--- src/rtl/core/scf_pkg.sv ---
`timescale 1ns / 1ps
// ----------------------------------------------------------------------------
// scf_pkg
// Types, constants and codes shared by the sensor conditioning block.
// ----------------------------------------------------------------------------
package scf_pkg;

  // defaults for top level parameters
  localparam int DEF_CHANNELS   = 64;
  localparam int DEF_EXP_WEIGHT = 100;

  // datapath widths
  localparam int DATA_W = 16;
  localparam int OPND_W = 17;
  localparam int PROD_W = 34;
  localparam int HOLD_W = 7;
  localparam int SLOT_W = 4;
  localparam int NUM_SET = 10;

  // serial unit step counts (two bits per step)
  localparam int MUL_STEPS = (OPND_W + 1) / 2;
  localparam int DIV_STEPS = PROD_W / 2;
  localparam int STEP_W    = 5;

  // filter constants
  localparam int SCALE      = 1000;
  localparam int HOLD_LIMIT = 30;
  localparam int HOLD_MAX   = 120;

  // item modes
  localparam logic MODE_SAMPLE = 1'b0;
  localparam logic MODE_SET    = 1'b1;

  // module status codes
  localparam logic [1:0] STATUS_OK     = 2'd0;
  localparam logic [1:0] STATUS_ABSENT = 2'd2;

  // setting word slots
  localparam logic [3:0] IDX_U0     = 4'd0;
  localparam logic [3:0] IDX_U1     = 4'd1;
  localparam logic [3:0] IDX_V0     = 4'd2;
  localparam logic [3:0] IDX_V1     = 4'd3;
  localparam logic [3:0] IDX_RAWMIN = 4'd4;
  localparam logic [3:0] IDX_RAWMAX = 4'd5;
  localparam logic [3:0] IDX_VMIN   = 4'd6;
  localparam logic [3:0] IDX_VMAX   = 4'd7;
  localparam logic [3:0] IDX_FLAGS  = 4'd8;
  localparam logic [3:0] IDX_TOL    = 4'd9;

  // flag bit positions
  localparam int FLG_CLAMP_LO = 0;
  localparam int FLG_CLAMP_HI = 1;
  localparam int FLG_AVG_LO   = 2;
  localparam int FLG_OUTDOOR  = 4;

  // averaging modes
  localparam logic [1:0] AVG_NONE  = 2'd0;
  localparam logic [1:0] AVG_TWO   = 2'd1;
  localparam logic [1:0] AVG_THREE = 2'd2;
  localparam logic [1:0] AVG_EXP   = 2'd3;

  // per-channel history row
  typedef struct packed {
    logic signed [DATA_W-1:0] prev;
    logic signed [DATA_W-1:0] sec;
    logic signed [DATA_W-1:0] stored;
    logic [HOLD_W-1:0]        hold;
  } hist_t;

  // requests to the serial units
  typedef struct packed {
    logic                     start;
    logic signed [OPND_W-1:0] a;
    logic signed [OPND_W-1:0] b;
  } mul_req_t;

  typedef struct packed {
    logic                     start;
    logic signed [PROD_W-1:0] dvd;
    logic signed [OPND_W-1:0] dvs;
  } div_req_t;

endpackage

--- src/rtl/core/scf_mul.sv ---
`timescale 1ns / 1ps
// ----------------------------------------------------------------------------
// scf_mul
// Serial signed multiplier, 17 x 17 bits, two multiplier bits per cycle.
// ----------------------------------------------------------------------------
module scf_mul (
  input  logic                            clk,
  input  logic                            rst_n,
  input  scf_pkg::mul_req_t               req,
  output logic signed [scf_pkg::PROD_W-1:0] prod,
  output logic                            done
);

  logic [scf_pkg::PROD_W-1:0]   mc_r;
  logic [scf_pkg::OPND_W:0]     mp_r;
  logic [scf_pkg::PROD_W-1:0]   acc_r;
  logic [scf_pkg::STEP_W-1:0]   cnt_r;
  logic                         busy_r;
  logic                         fin_r;
  logic                         neg_r;
  logic                         done_r;
  logic signed [scf_pkg::PROD_W-1:0] prod_r;
  logic [scf_pkg::OPND_W-1:0]   mag_a;
  logic [scf_pkg::OPND_W-1:0]   mag_b;
  logic [scf_pkg::PROD_W-1:0]   acc_nxt;

  // operand magnitudes
  assign mag_a = req.a[scf_pkg::OPND_W-1] ? -req.a : req.a;
  assign mag_b = req.b[scf_pkg::OPND_W-1] ? -req.b : req.b;

  // one radix-4 digit per cycle
  assign acc_nxt = acc_r + (mp_r[0] ? mc_r : '0)
                 + (mp_r[1] ? {mc_r[scf_pkg::PROD_W-2:0], 1'b0} : '0);

  // control
  always_ff @(posedge clk) begin
    if (!rst_n) begin
      busy_r <= 1'b0;
      fin_r  <= 1'b0;
      done_r <= 1'b0;
      cnt_r  <= '0;
    end else begin
      done_r <= fin_r;
      fin_r  <= 1'b0;
      if (req.start) begin
        busy_r <= 1'b1;
        cnt_r  <= scf_pkg::STEP_W'(scf_pkg::MUL_STEPS);
      end else if (busy_r) begin
        cnt_r <= cnt_r - 1'b1;
        if (cnt_r == scf_pkg::STEP_W'(1)) begin
          busy_r <= 1'b0;
          fin_r  <= 1'b1;
        end
      end
    end
  end

  // datapath
  always_ff @(posedge clk) begin
    if (req.start) begin
      mc_r  <= scf_pkg::PROD_W'(mag_a);
      mp_r  <= {1'b0, mag_b};
      acc_r <= '0;
      neg_r <= req.a[scf_pkg::OPND_W-1] ^ req.b[scf_pkg::OPND_W-1];
    end else if (busy_r) begin
      acc_r <= acc_nxt;
      mc_r  <= {mc_r[scf_pkg::PROD_W-3:0], 2'b00};
      mp_r  <= {2'b00, mp_r[scf_pkg::OPND_W:2]};
    end
    if (fin_r) begin
      prod_r <= neg_r ? -$signed(acc_r) : $signed(acc_r);
    end
  end

  assign prod = prod_r;
  assign done = done_r;

endmodule

--- config.mk ---
export PLATFORM = sky130hd
export DESIGN_NAME = scf_mul
export DESIGN_NICKNAME = d
export VERILOG_FILES = /design/src/rtl/core/scf_pkg.sv /design/src/rtl/core/scf_mul.sv
export SDC_FILE = /design/constraint.sdc
export NUM_CORES = 1
export LEC_CHECK = 0
export BUFFER_PORTS_ARGS = -buffer_cell sky130_fd_sc_hd__buf_4
export CAP_MARGIN = 30
export CORE_MARGIN = 5
export CORE_UTILIZATION = 34
export CTS_CLUSTER_SIZE = 28
export DETAILED_ROUTE_END_ITERATION = 8
export GPL_ROUTABILITY_DRIVEN = 0
export PLACE_DENSITY_LB_ADDON = 0.15
export SKIP_LAST_GASP = 1
export SLEW_MARGIN = 20
export SYNTH_ARGS = -nofsm -noshare
export SYNTH_HDL_FRONTEND = slang
export SYNTH_SLANG_ARGS = --single-unit
export TNS_END_PERCENT = 50
--- constraint.sdc ---
create_clock -name clk -period 4.43 [get_ports clk]
set_input_delay 0.886 -clock clk [delete_from_list [all_inputs] [get_ports clk]]
set_output_delay 0.886 -clock clk [all_outputs]
set_load 0.1 [all_outputs]
==> results.txt <==
Commonest non-fill, non-tap cells in the layout: buf_4, nor2_1, edfxtp_1, and2_1, a21oi_1
Die area: 28700 um^2
Least-Margin Pin Slew: 0.765 ns
Critical Path Start Type: flop
GR Util All Layers: 14.3%
Detailed-route vias per instance: 4.85
Resized Gates After CTS: 0
Residual DRC: 0
Worst flop-to-flop path endpoint: acc_r[33]
Placeable core region: 25100 um^2
Number of core rows: 58
CP max-delay cell: or4_1
Fmax: 257 MHz
Peak supply drop: 206 uV
Post-detailed-placement half-perimeter wirelength: 14800 um
Leakage power summed over all cells: 4.22 nW
Post-Synthesis Net Count: 979
Fraction of final layout cells sized beyond drive strength 1: 14.7%
Wire length of the first global-routing pass: 33200 um
Clock tree from TritonCTS: yes
Status: complete, no violations
Starting utilization of the core area: 34.4%
Critical Path Stages: 13
Count of hold-fix buffers inserted at cts: 0
Synthesized netlist cell count: 871
Number of buffers on the longest clock path: 2
Share of the yosys chip area belonging to registers: 37.7%
Nets: 1040
Sink Count: 128
Post-route antenna net violation count: 0
Crit path DAT: 4.19 ns
CP peak stage delay: 0.50 ns
Length of the first detailed-routing pass in iterations: 4
Clock transition time at the flip-flop clock pins of the worst setup and hold paths: 0.06 ns
Largest clock skew in the final design: 0.00669 ns
Synthesis warning total: 0
Critical path capture point type: flop
Remaining Overflow, GRT: 0
Footprint of the flip-flops and latches: 3250 um^2
Cell variety after synth: 69
Logic depth of the worst register-to-register path: 13
Die Width: 169 um
Number of DRC markers in iteration 0: 328
Die span in y: 169 um
Cell Area, Synth: 8630 um^2
Number of setup buffers added after CTS: 0
Via count of the first global-routing pass: 6417
Number of setup violations in the final report: 0
Area growth syn-to-layout: 17.2%
Worst hold path startpoint: cnt_r[1]
Total negative slack: 0 ns
Max H-tree Level: 4
CP max FO: 9
CP bufs+invs: 1
Power per standard cell area: 415 nW/um^2
Dominant cell type by count on the critical path: fa_1
Antenna diode instance count: 0
Capturing element of the worst setup path: acc_r[33]
Count of filler cells inserted in the layout: 2517
Number of buffers added by the clock tree synthesis step: 17
Total cell area at the placement stage: 9510 um^2
Cell area after layout: 10100 um^2
Number of enable flip-flop cells after synthesis: 69
Worst reg2reg setup slack: 0.53 ns
Post-synth ARST share: 0%
Final worst path period share: 87.9%
Critical path, cell by cell: nand2_1 -> fa_1 -> inv_1 -> ha_1 -> fa_1 -> a21o_1 -> a221oi_4 -> o22ai_2 -> a211oi_4 -> o21ai_4 -> o21a_2 -> mux2i_1 -> or4_1
Largest net degree at the start of global routing: 64
Clock latency of the later-clocked register in the worst-skew pair: 0.42 ns
Maximum capacitance violations: 0
Average cell area after synthesis: 9.90 um^2
Worst min-delay path category: flop to flop
Via count: 6190
Cell family with the largest share of critical-path delay: compound AO/OA/AOI/OAI gates
Antenna violations before repair: 0
Average routed wire per standard cell: 15.2 um
PortBufs: 71
Post-layout min period: 3.90 ns
Origin of the worst setup path: mp_r[1]
Total Wirelength: 19300 um
Clk Tree Root Cell: clkbuf_16
Total count of hold-check failures in the final report: 0
Max-slew violations: 0
Setup repair after global routing missed its margin: no
Main synth FF type: edfxtp_1
Relative slew margins: 49.0%
Most common cell after layout, fill and taps aside: buf_4
CP required: 4.72 ns
Total of flip-flops plus latches after synthesis: 128
Multi-input combinational cell area: 5140 um^2
RR Startpoint: mp_r[1]
Type of the worst setup path: flop to flop
I/O pins: 72
## state kept, by name, indices dropped and copies added (netlist names)
name    flops
acc_r      34
mc_r       34
prod       34
mp_r       17
cnt_r       5
busy_r      1
done        1
fin_r       1
neg_r       1
## worst reg2reg max path, stage by stage, from the launching register on
cell and delay (ns):
edfxtp_1 0.45, nand2_1 0.10, fa_1 0.48, inv_1 0.04, ha_1 0.21, fa_1 0.42
a21o_1 0.24, a221oi_4 0.32, o22ai_2 0.17, a211oi_4 0.36, o21ai_4 0.14, o21a_2 0.24
mux2i_1 0.11, or4_1 0.50
## cell type report
class	count	area share, %
inverters	25	0.928
flip-flops and latches	128	32.2
well taps	330	4.08
repair buffers	80	6.01
multi-input cells	680	50.8
clock inverters	14	1.63
clock buffers	18	4.34
## synth_stat cells (8+ instances only)
cell / number / area (um^2)
edfxtp_1: 69 / 2070
nor3_1: 14 / 70.1
ha_1: 38 / 475
a21o_1: 19 / 143
o41ai_1: 8 / 70.1
dfxtp_1: 59 / 1180
a21oi_1: 59 / 295
o31ai_1: 13 / 97.6
fa_1: 33 / 661
and3_1: 9 / 56.3
or4_1: 8 / 60.1
xor2_1: 33 / 289
inv_1: 23 / 86.3
nand2_1: 54 / 203
nand3_1: 11 / 55.1
o21ai_0: 34 / 170
nor2_1: 77 / 289
and2_1: 68 / 425
xnor2_1: 54 / 473
clkbuf_1: 34 / 128
mux2i_1: 36 / 360
## power by group
group	internal (mW)	leakage (nW)	switching (mW)
Combinational	0.537	2.78	0.705
Sequential	1.39	1.14	0.122
Clock	0.898	0.296	0.539
Total	2.83	4.22	1.37
## routing by layer
layer / GRT usage (%) / vias up / wire length (um)
li1: - / 3249 / -
met1: 22.0 / 2802 / 10600
met2: 20.4 / 120 / 7740
met3: 2.45 / 19 / 811
met4: 4.41 / 0 / 228
met5: 0 / - / 0
## stage by stage
stage                     utilization, %  power (mW)  worst slack [ns]  instances  hold slack [ns]
after floorplan                        -        2.48             0.570        871            0.458
after global placement              37.8        2.78             0.559       1242            0.480
after detailed placement            37.9        2.78             0.523       1243            0.484
after CTS                           40.3        4.24             0.519       1275            0.495
after global routing                40.3        4.49             0.260       1275            0.531
final                               40.3        4.19             0.534       1275            0.500
## kinds of logic after synthesis
kind of cell	count (synthesis)	share of synthesized area [%]
AOI/OAI and AO/OA	191	15.2
xor gates and xnor gates	87	8.83
adders and majority gates	71	13.2
buffers and inverters	63	2.74
DFF	128	37.7
muxes	42	4.96
and+or+nand+nor	289	17.3
## how the worst min path moves through the flow
stage,depth (start not counted),slack (ns),endpoint
6_report,2,0.50,cnt_r[1]
2_1_floorplan,0,0.46,prod[0]
3_3_place_gp,2,0.48,acc_r[1]
5_1_grt,2,0.53,acc_r[1]
4_1_cts,2,0.49,cnt_r[1]
3_5_place_dp,2,0.48,acc_r[1]
Note: power is estimated with default switching activity, not from simulation.
