<file path="src/rtl/core/scf_pkg.sv">
`timescale 1ns / 1ps
// ----------------------------------------------------------------------------
// scf_pkg
// Types, constants and codes shared by the sensor conditioning block.
// ----------------------------------------------------------------------------
package scf_pkg;

  // defaults for top level parameters
  localparam int DEF_CHANNELS   = 64;
  localparam int DEF_EXP_WEIGHT = 100;

  // datapath widths
  localparam int DATA_W = 16;
  localparam int OPND_W = 17;
  localparam int PROD_W = 34;
  localparam int HOLD_W = 7;
  localparam int SLOT_W = 4;
  localparam int NUM_SET = 10;

  // serial unit step counts (two bits per step)
  localparam int MUL_STEPS = (OPND_W + 1) / 2;
  localparam int DIV_STEPS = PROD_W / 2;
  localparam int STEP_W    = 5;

  // filter constants
  localparam int SCALE      = 1000;
  localparam int HOLD_LIMIT = 30;
  localparam int HOLD_MAX   = 120;

  // item modes
  localparam logic MODE_SAMPLE = 1'b0;
  localparam logic MODE_SET    = 1'b1;

  // module status codes
  localparam logic [1:0] STATUS_OK     = 2'd0;
  localparam logic [1:0] STATUS_ABSENT = 2'd2;

  // setting word slots
  localparam logic [3:0] IDX_U0     = 4'd0;
  localparam logic [3:0] IDX_U1     = 4'd1;
  localparam logic [3:0] IDX_V0     = 4'd2;
  localparam logic [3:0] IDX_V1     = 4'd3;
  localparam logic [3:0] IDX_RAWMIN = 4'd4;
  localparam logic [3:0] IDX_RAWMAX = 4'd5;
  localparam logic [3:0] IDX_VMIN   = 4'd6;
  localparam logic [3:0] IDX_VMAX   = 4'd7;
  localparam logic [3:0] IDX_FLAGS  = 4'd8;
  localparam logic [3:0] IDX_TOL    = 4'd9;

  // flag bit positions
  localparam int FLG_CLAMP_LO = 0;
  localparam int FLG_CLAMP_HI = 1;
  localparam int FLG_AVG_LO   = 2;
  localparam int FLG_OUTDOOR  = 4;

  // averaging modes
  localparam logic [1:0] AVG_NONE  = 2'd0;
  localparam logic [1:0] AVG_TWO   = 2'd1;
  localparam logic [1:0] AVG_THREE = 2'd2;
  localparam logic [1:0] AVG_EXP   = 2'd3;

  // per-channel history row
  typedef struct packed {
    logic signed [DATA_W-1:0] prev;
    logic signed [DATA_W-1:0] sec;
    logic signed [DATA_W-1:0] stored;
    logic [HOLD_W-1:0]        hold;
  } hist_t;

  // requests to the serial units
  typedef struct packed {
    logic                     start;
    logic signed [OPND_W-1:0] a;
    logic signed [OPND_W-1:0] b;
  } mul_req_t;

  typedef struct packed {
    logic                     start;
    logic signed [PROD_W-1:0] dvd;
    logic signed [OPND_W-1:0] dvs;
  } div_req_t;

endpackage

</file>
<file path="src/rtl/core/scf_div.sv">
`timescale 1ns / 1ps
// ----------------------------------------------------------------------------
// scf_div
// Serial signed divider, 34 / 17 bits, two quotient bits per cycle.
// Quotient truncates toward zero and is returned wrapped to 16 bits.
// ----------------------------------------------------------------------------
module scf_div (
  input  logic                              clk,
  input  logic                              rst_n,
  input  scf_pkg::div_req_t                 req,
  output logic signed [scf_pkg::DATA_W-1:0] quo,
  output logic                              done
);

  logic [scf_pkg::PROD_W-1:0] nm_r;
  logic [scf_pkg::OPND_W-1:0] dm_r;
  logic [scf_pkg::OPND_W-1:0] rem_r;
  logic [scf_pkg::DATA_W-1:0] q_r;
  logic [scf_pkg::STEP_W-1:0] cnt_r;
  logic                       busy_r;
  logic                       fin_r;
  logic                       neg_r;
  logic                       done_r;
  logic signed [scf_pkg::DATA_W-1:0] quo_r;
  logic [scf_pkg::OPND_W:0]   r1;
  logic [scf_pkg::OPND_W:0]   r1s;
  logic [scf_pkg::OPND_W:0]   r2;
  logic [scf_pkg::OPND_W:0]   r2s;
  logic                       ge1;
  logic                       ge2;

  // two restoring steps per cycle
  always_comb begin
    r1  = {rem_r, nm_r[scf_pkg::PROD_W-1]};
    ge1 = r1 >= {1'b0, dm_r};
    r1s = ge1 ? r1 - {1'b0, dm_r} : r1;
    r2  = {r1s[scf_pkg::OPND_W-1:0], nm_r[scf_pkg::PROD_W-2]};
    ge2 = r2 >= {1'b0, dm_r};
    r2s = ge2 ? r2 - {1'b0, dm_r} : r2;
  end

  // control
  always_ff @(posedge clk) begin
    if (!rst_n) begin
      busy_r <= 1'b0;
      fin_r  <= 1'b0;
      done_r <= 1'b0;
      cnt_r  <= '0;
    end else begin
      done_r <= fin_r;
      fin_r  <= 1'b0;
      if (req.start) begin
        busy_r <= 1'b1;
        cnt_r  <= scf_pkg::STEP_W'(scf_pkg::DIV_STEPS);
      end else if (busy_r) begin
        cnt_r <= cnt_r - 1'b1;
        if (cnt_r == scf_pkg::STEP_W'(1)) begin
          busy_r <= 1'b0;
          fin_r  <= 1'b1;
        end
      end
    end
  end

  // datapath
  always_ff @(posedge clk) begin
    if (req.start) begin
      nm_r  <= req.dvd[scf_pkg::PROD_W-1] ? -req.dvd : req.dvd;
      dm_r  <= req.dvs[scf_pkg::OPND_W-1] ? -req.dvs : req.dvs;
      rem_r <= '0;
      q_r   <= '0;
      neg_r <= req.dvd[scf_pkg::PROD_W-1] ^ req.dvs[scf_pkg::OPND_W-1];
    end else if (busy_r) begin
      rem_r <= r2s[scf_pkg::OPND_W-1:0];
      q_r   <= {q_r[scf_pkg::DATA_W-3:0], ge1, ge2};
      nm_r  <= {nm_r[scf_pkg::PROD_W-3:0], 2'b00};
    end
    if (fin_r) begin
      quo_r <= neg_r ? -$signed(q_r) : $signed(q_r);
    end
  end

  assign quo  = quo_r;
  assign done = done_r;

endmodule

</file>
<file path="config.mk">
export PLATFORM = sky130hd
export DESIGN_NAME = scf_div
export DESIGN_NICKNAME = d
export VERILOG_FILES = /design/src/rtl/core/scf_pkg.sv /design/src/rtl/core/scf_div.sv
export SDC_FILE = /design/constraint.sdc
export NUM_CORES = 1
export LEC_CHECK = 0
export ABC_AREA = 1
export BUFFER_PORTS_ARGS = -buffer_cell sky130_fd_sc_hd__buf_2
export CORE_UTILIZATION = 35
export DETAILED_ROUTE_END_ITERATION = 8
export HOLD_SLACK_MARGIN = 0.02
export SETUP_SLACK_MARGIN = 0.15
export SYNTH_ARGS = -nofsm -noshare
export SYNTH_HDL_FRONTEND = slang
export SYNTH_SLANG_ARGS = --single-unit
</file>
<file path="constraint.sdc">
create_clock -name clk -period 4 [get_ports clk]
set_input_delay 0.4 -clock clk [delete_from_list [all_inputs] [get_ports clk]]
set_output_delay 0.4 -clock clk [all_outputs]
set_load 0.1 [all_outputs]
</file>
==> results by group <==
Clocking
  – Worst skew pair latency: around 0.37 ns
  – Clk root buf: clkbuf_16
  – Post-CTS Hold Buffers: 0
  – Number of CTS-inserted buffers: 9
  – Clock-pin slew on the worst setup and hold paths: 0.08 ns
  – H-tree depth: 3
  – Max Root-Sink Buffers: 2
  – Clk sinks: between 100 and 150
  – CTS tree: built

Power and ir drop
  – Clk pwr share: between 20% and 30%
  – Max VDD drop: slightly above 0.2 mV
  – Power density over cell area: 398.4 nW/um^2
  – Sw Ratio: between 30% and 40%
  – Internal Dissipation: between 2 and 2.5 mW
  – Leakage: roughly 4.2 nW
  – Power share of the sequential group: between 30 and 40%
  – Total Power: 3.654 mW
  – Switching power: ~1.4 mW
  – Comb pwr share: 37.3%

Setup path
  – Setup crit start kind: register
  – CP Data Arrival Time: 4.00 ns
  – Start of the worst register-to-register path: nm_r[33]$_DFFE_PP_
  – CP required: around 4.3 ns
  – R2R Path End: rem_r[5]$_SDFFE_PP0P_
  – R2r worst-path depth: 27
  – Crit end category: register
  – Maximum fanout along the worst path: 8
  – Worst setup path class: reg2reg
  – Reg2reg setup slack: a little over 0.3 ns

Final layout
  – Core Util, Final: a little over two fifths
  – # diodes: 0
  – Nets: between 1k and 1.5k
  – Area Growth Syn to Fin: 19.61%
  – Layout cells sized above 1: a little over a fifth
  – Finished Cell Area: between 9000 and 10000 sq um

Global route
  – Largest net degree at the start of global routing: 48
  – Initial antenna violation count: 0
  – Total GRT Usage: between 10% and 20%
  – GR Overflow Total: 0
  – GR Layer Usage met2: around 25%
  – Met1 usage: between 20% and 30%
  – First-pass GRT wire length: about 30 mm
  – GR peak layer: met2
  – Grt met3 use: 2.866%
  – Number of global-route vias before repair: slightly above 6k

Floorplanning
  – Row Count: between 50 and 60
  – Initial Util: a little over a third
  – Die Ht: 150.0 um
  – Io pins: 71
  – Core Area: roughly 21000 sq um
  – Die ar.: 22500 sq um
  – Chip width: 150.0 um

STA
  – Relative slew slack: a little under half
  – Minimum clock period: between 3 and 4 ns
  – RSZ-0062 raised after global routing: no
  – PnR worst setup slack: ~0.3 ns
  – Slew Limit Fails: 0
  – FMAX: 0.2708 GHz
  – Clock skew: 0.008373 ns
  – Final setup viols: 0
  – Period Utilization, post-route: 92.32%
  – Fin. Hold Viols: 0
  – Final TNS setup: 0 ns
  – Worst Tran Pin Value: between 0.8 and 0.9 ns

Yosys
  – Number of enable flip-flop cells after synthesis: 68
  – Post-synthesis instance area: ~7700 sq um
  – Top cells by area, synth: edfxtp_1 27%, nand2_1 12%, dfxtp_1 11%, ha_1 6.4%, inv_1 6.2%
  – Cell count after synthesis: 1006
  – Synth Flop Type: edfxtp_1
  – Register bit count reported by yosys: ~110
  – Synth warn: 0
  – Sequential area share after synthesis: a little under two fifths
  – Synthesized Nets: between 1k and 1.5k
  – Yosys top cell area share: 26.63%
  – Distinct cells, synth: 46
  – FFs w/ async S/R, synth: 0%
  – Yosys top cell by area: edfxtp_1
  – Avg Cell Area, Syn: 7.622 sq um

Detailed routing
  – DR WL/cell: ~14 um
  – Routed WL: 19.04 mm
  – Iteration-0 DRC Markers: approximately 400
  – ANT nets after route: 0
  – Drt drc: 0
  – Average vias per placed instance: 4.908
  – Routed vias: roughly 6.7k
  – First-pass detailed-route iteration total: 7

Place
  – Place WS: -0.02106 ns
  – Post-DP Area: between 8000 and 9000 sq um
  – Dpl hpwl: ~14 mm
  – GP Congestion: around 0.88
  – IO Port Bufs: 70

Min path
  – Hold EP: cnt_r[4]$_SDFFE_PN0P_
  – Hold Crit Start: rst_n
  – Min-Delay Path Depth: 2
  – Worst Hold Class: in2reg

Job
  – Max-cap violation count: 0

Status
  – Status: completed
[cells by family (layout without fill, tap and decap cells)]
logic type / after synthesis / in the layout / share of synthesized area [%]
XOR/XNOR: 74 / 74 / 8.453
AND/OR/NAND/NOR: 495 / 495 / 29.60
buffers and inverters: 155 / 247 / 8.078
flip-flops: 109 / 109 / 37.34
AO/OA/AOI/OAI: 132 / 132 / 9.644
adder cells (fa/ha/maj): 41 / 41 / 6.886
[critical path: stages (launching register included)]
cell and delay (ns):
edfxtp_1 0.38, inv_2 0.09, ha_4 0.14, inv_2 0.05
fa_2 0.38, nand2_1 0.08, nand3_2 0.07, nand2_2 0.07
nand2_2 0.06, nand2_2 0.11, nand2_4 0.09, buf_12 0.15
or2_2 0.28, and2_4 0.15, ha_4 0.27, nand2_1 0.06
inv_2 0.07, nand3_2 0.07, nor3_2 0.18, a21boi_1 0.11
nand2_2 0.08, nand2_2 0.06, nand2_4 0.09, nor2_8 0.06
nor2_8 0.15, clkbuf_16 0.21, nand2_2 0.05, nand3_2 0.05
[Yosys cell counts (13+ instances only)]
| cell | n |
|---|---|
| a21oi_1 | 32 |
| clkbuf_1 | 16 |
| dfxtp_1 | 41 |
| edfxtp_1 | 68 |
| ha_1 | 39 |
| inv_1 | 127 |
| nand2_1 | 253 |
| nand2_2 | 19 |
| nand3_1 | 71 |
| nand3_2 | 13 |
| nor2_1 | 80 |
| nor3_1 | 16 |
| o21ai_0 | 52 |
| o22ai_1 | 15 |
| xnor2_1 | 21 |
| xor2_1 | 53 |
[cell type report]
type                            count  area, sq um
Sequential cell                   109         2863
Timing Repair Buffer               99        630.6
Multi-Input combinational cell    742         4517
Clock buffer                        9        225.2
Fill cell                        2144        12050
Inverter                          132        508.0
Tap cell                          275        344.1
Clock inverter                      7        83.83
[sequential cells by signal, indices dropped and copies added, names as in the netlist]
signal  count
dm_r       17
cnt_r       5
rem_r      17
q_r        16
done        1
busy_r      1
nm_r       34
quo        16
fin_r       1
neg_r       1
[cell usage in the layout (no fill, tap or decap), types with 3 or more instances in the layout]
cell type  Yosys  routed
nand2_1      253     237
inv_1        127     119
nor2_1        80      79
buf_2          2      70
edfxtp_1      68      68
nand3_1       71      66
xor2_1        53      53
o21ai_0       52      48
dfxtp_1       41      41
nand2_2       19      34
a21oi_1       32      29
buf_4          1      23
xnor2_1       21      21
ha_1          39      21
nand3_2       13      17
ha_4           0      17
o22ai_1       15      15
nor3_1        16      14
nand4_1       12      12
a31oi_1       12      12
inv_2          3      10
clkbuf_16      0      10
o21ai_1        5       7
or2_2          7       7
a21oi_2        2       5
nor2_2         4       5
nand2_4        4       5
o31ai_1        5       5
nor3_2         2       4
nor4_1         4       4
clkinv_8       0       3
o211ai_1       3       3
nand3b_1       3       3
o21ai_2        1       3
inv_8          0       3
buf_12         1       3
[worst max path at each step]
stage,startpoint,slack [ns],end
final,nm_r[33]$_DFFE_PP_,0.31,rem_r[5]$_SDFFE_PP0P_
after global routing,nm_r[33]$_DFFE_PP_,0.09,rem_r[5]$_SDFFE_PP0P_
after CTS,nm_r[33]$_DFFE_PP_,0.17,rem_r[1]$_SDFFE_PP0P_
after detailed placement,nm_r[33]$_DFFE_PP_,-0.02,rem_r[9]$_SDFFE_PP0P_
after global placement,nm_r[33]$_DFFE_PP_,0.07,rem_r[5]$_SDFFE_PP0P_
after floorplan,nm_r[33]$_DFFE_PP_,0.50,rem_r[13]$_SDFFE_PP0P_
[per-stage QoR]
step / hold WS, ns / std cells
3_5_place_dp: 0.4278 / 1336
5_1_grt: 0.2977 / 1373
3_3_place_gp: 0.4231 / 1336
6_report: 0.3140 / 1373
4_1_cts: 0.2857 / 1352
2_1_floorplan: 0.4082 / 1006
[layer usage]
| metal | up-vias | share of wire, % |
|---|---|---|
| met1 | 3098 | 50 |
| met2 | 144 | 45 |
| met3 | 13 | 4.2 |
| met4 | 0 | 0.82 |
| li1 | 3484 | - |
| met5 | - | 0 |
[power groups by stage]
stage                     sequential [mW]  combinational, mW  clock, mW
final                                1.35               1.36      0.940
after global routing                 1.36               1.50      0.996
after CTS                            1.34               1.14      0.959
after detailed placement             1.37               1.11          0
after global placement               1.37               1.12          0
after floorplan                      1.36              0.840          0
[timing repair]
item                       in CTS  in global routing
setup buffers                   0                 19
cloned                          0                  1
resized for setup               7                 73
setup endpoints to repair      18                 18
pin swaps                       0                 22
(Power assumes the default switching activity.)
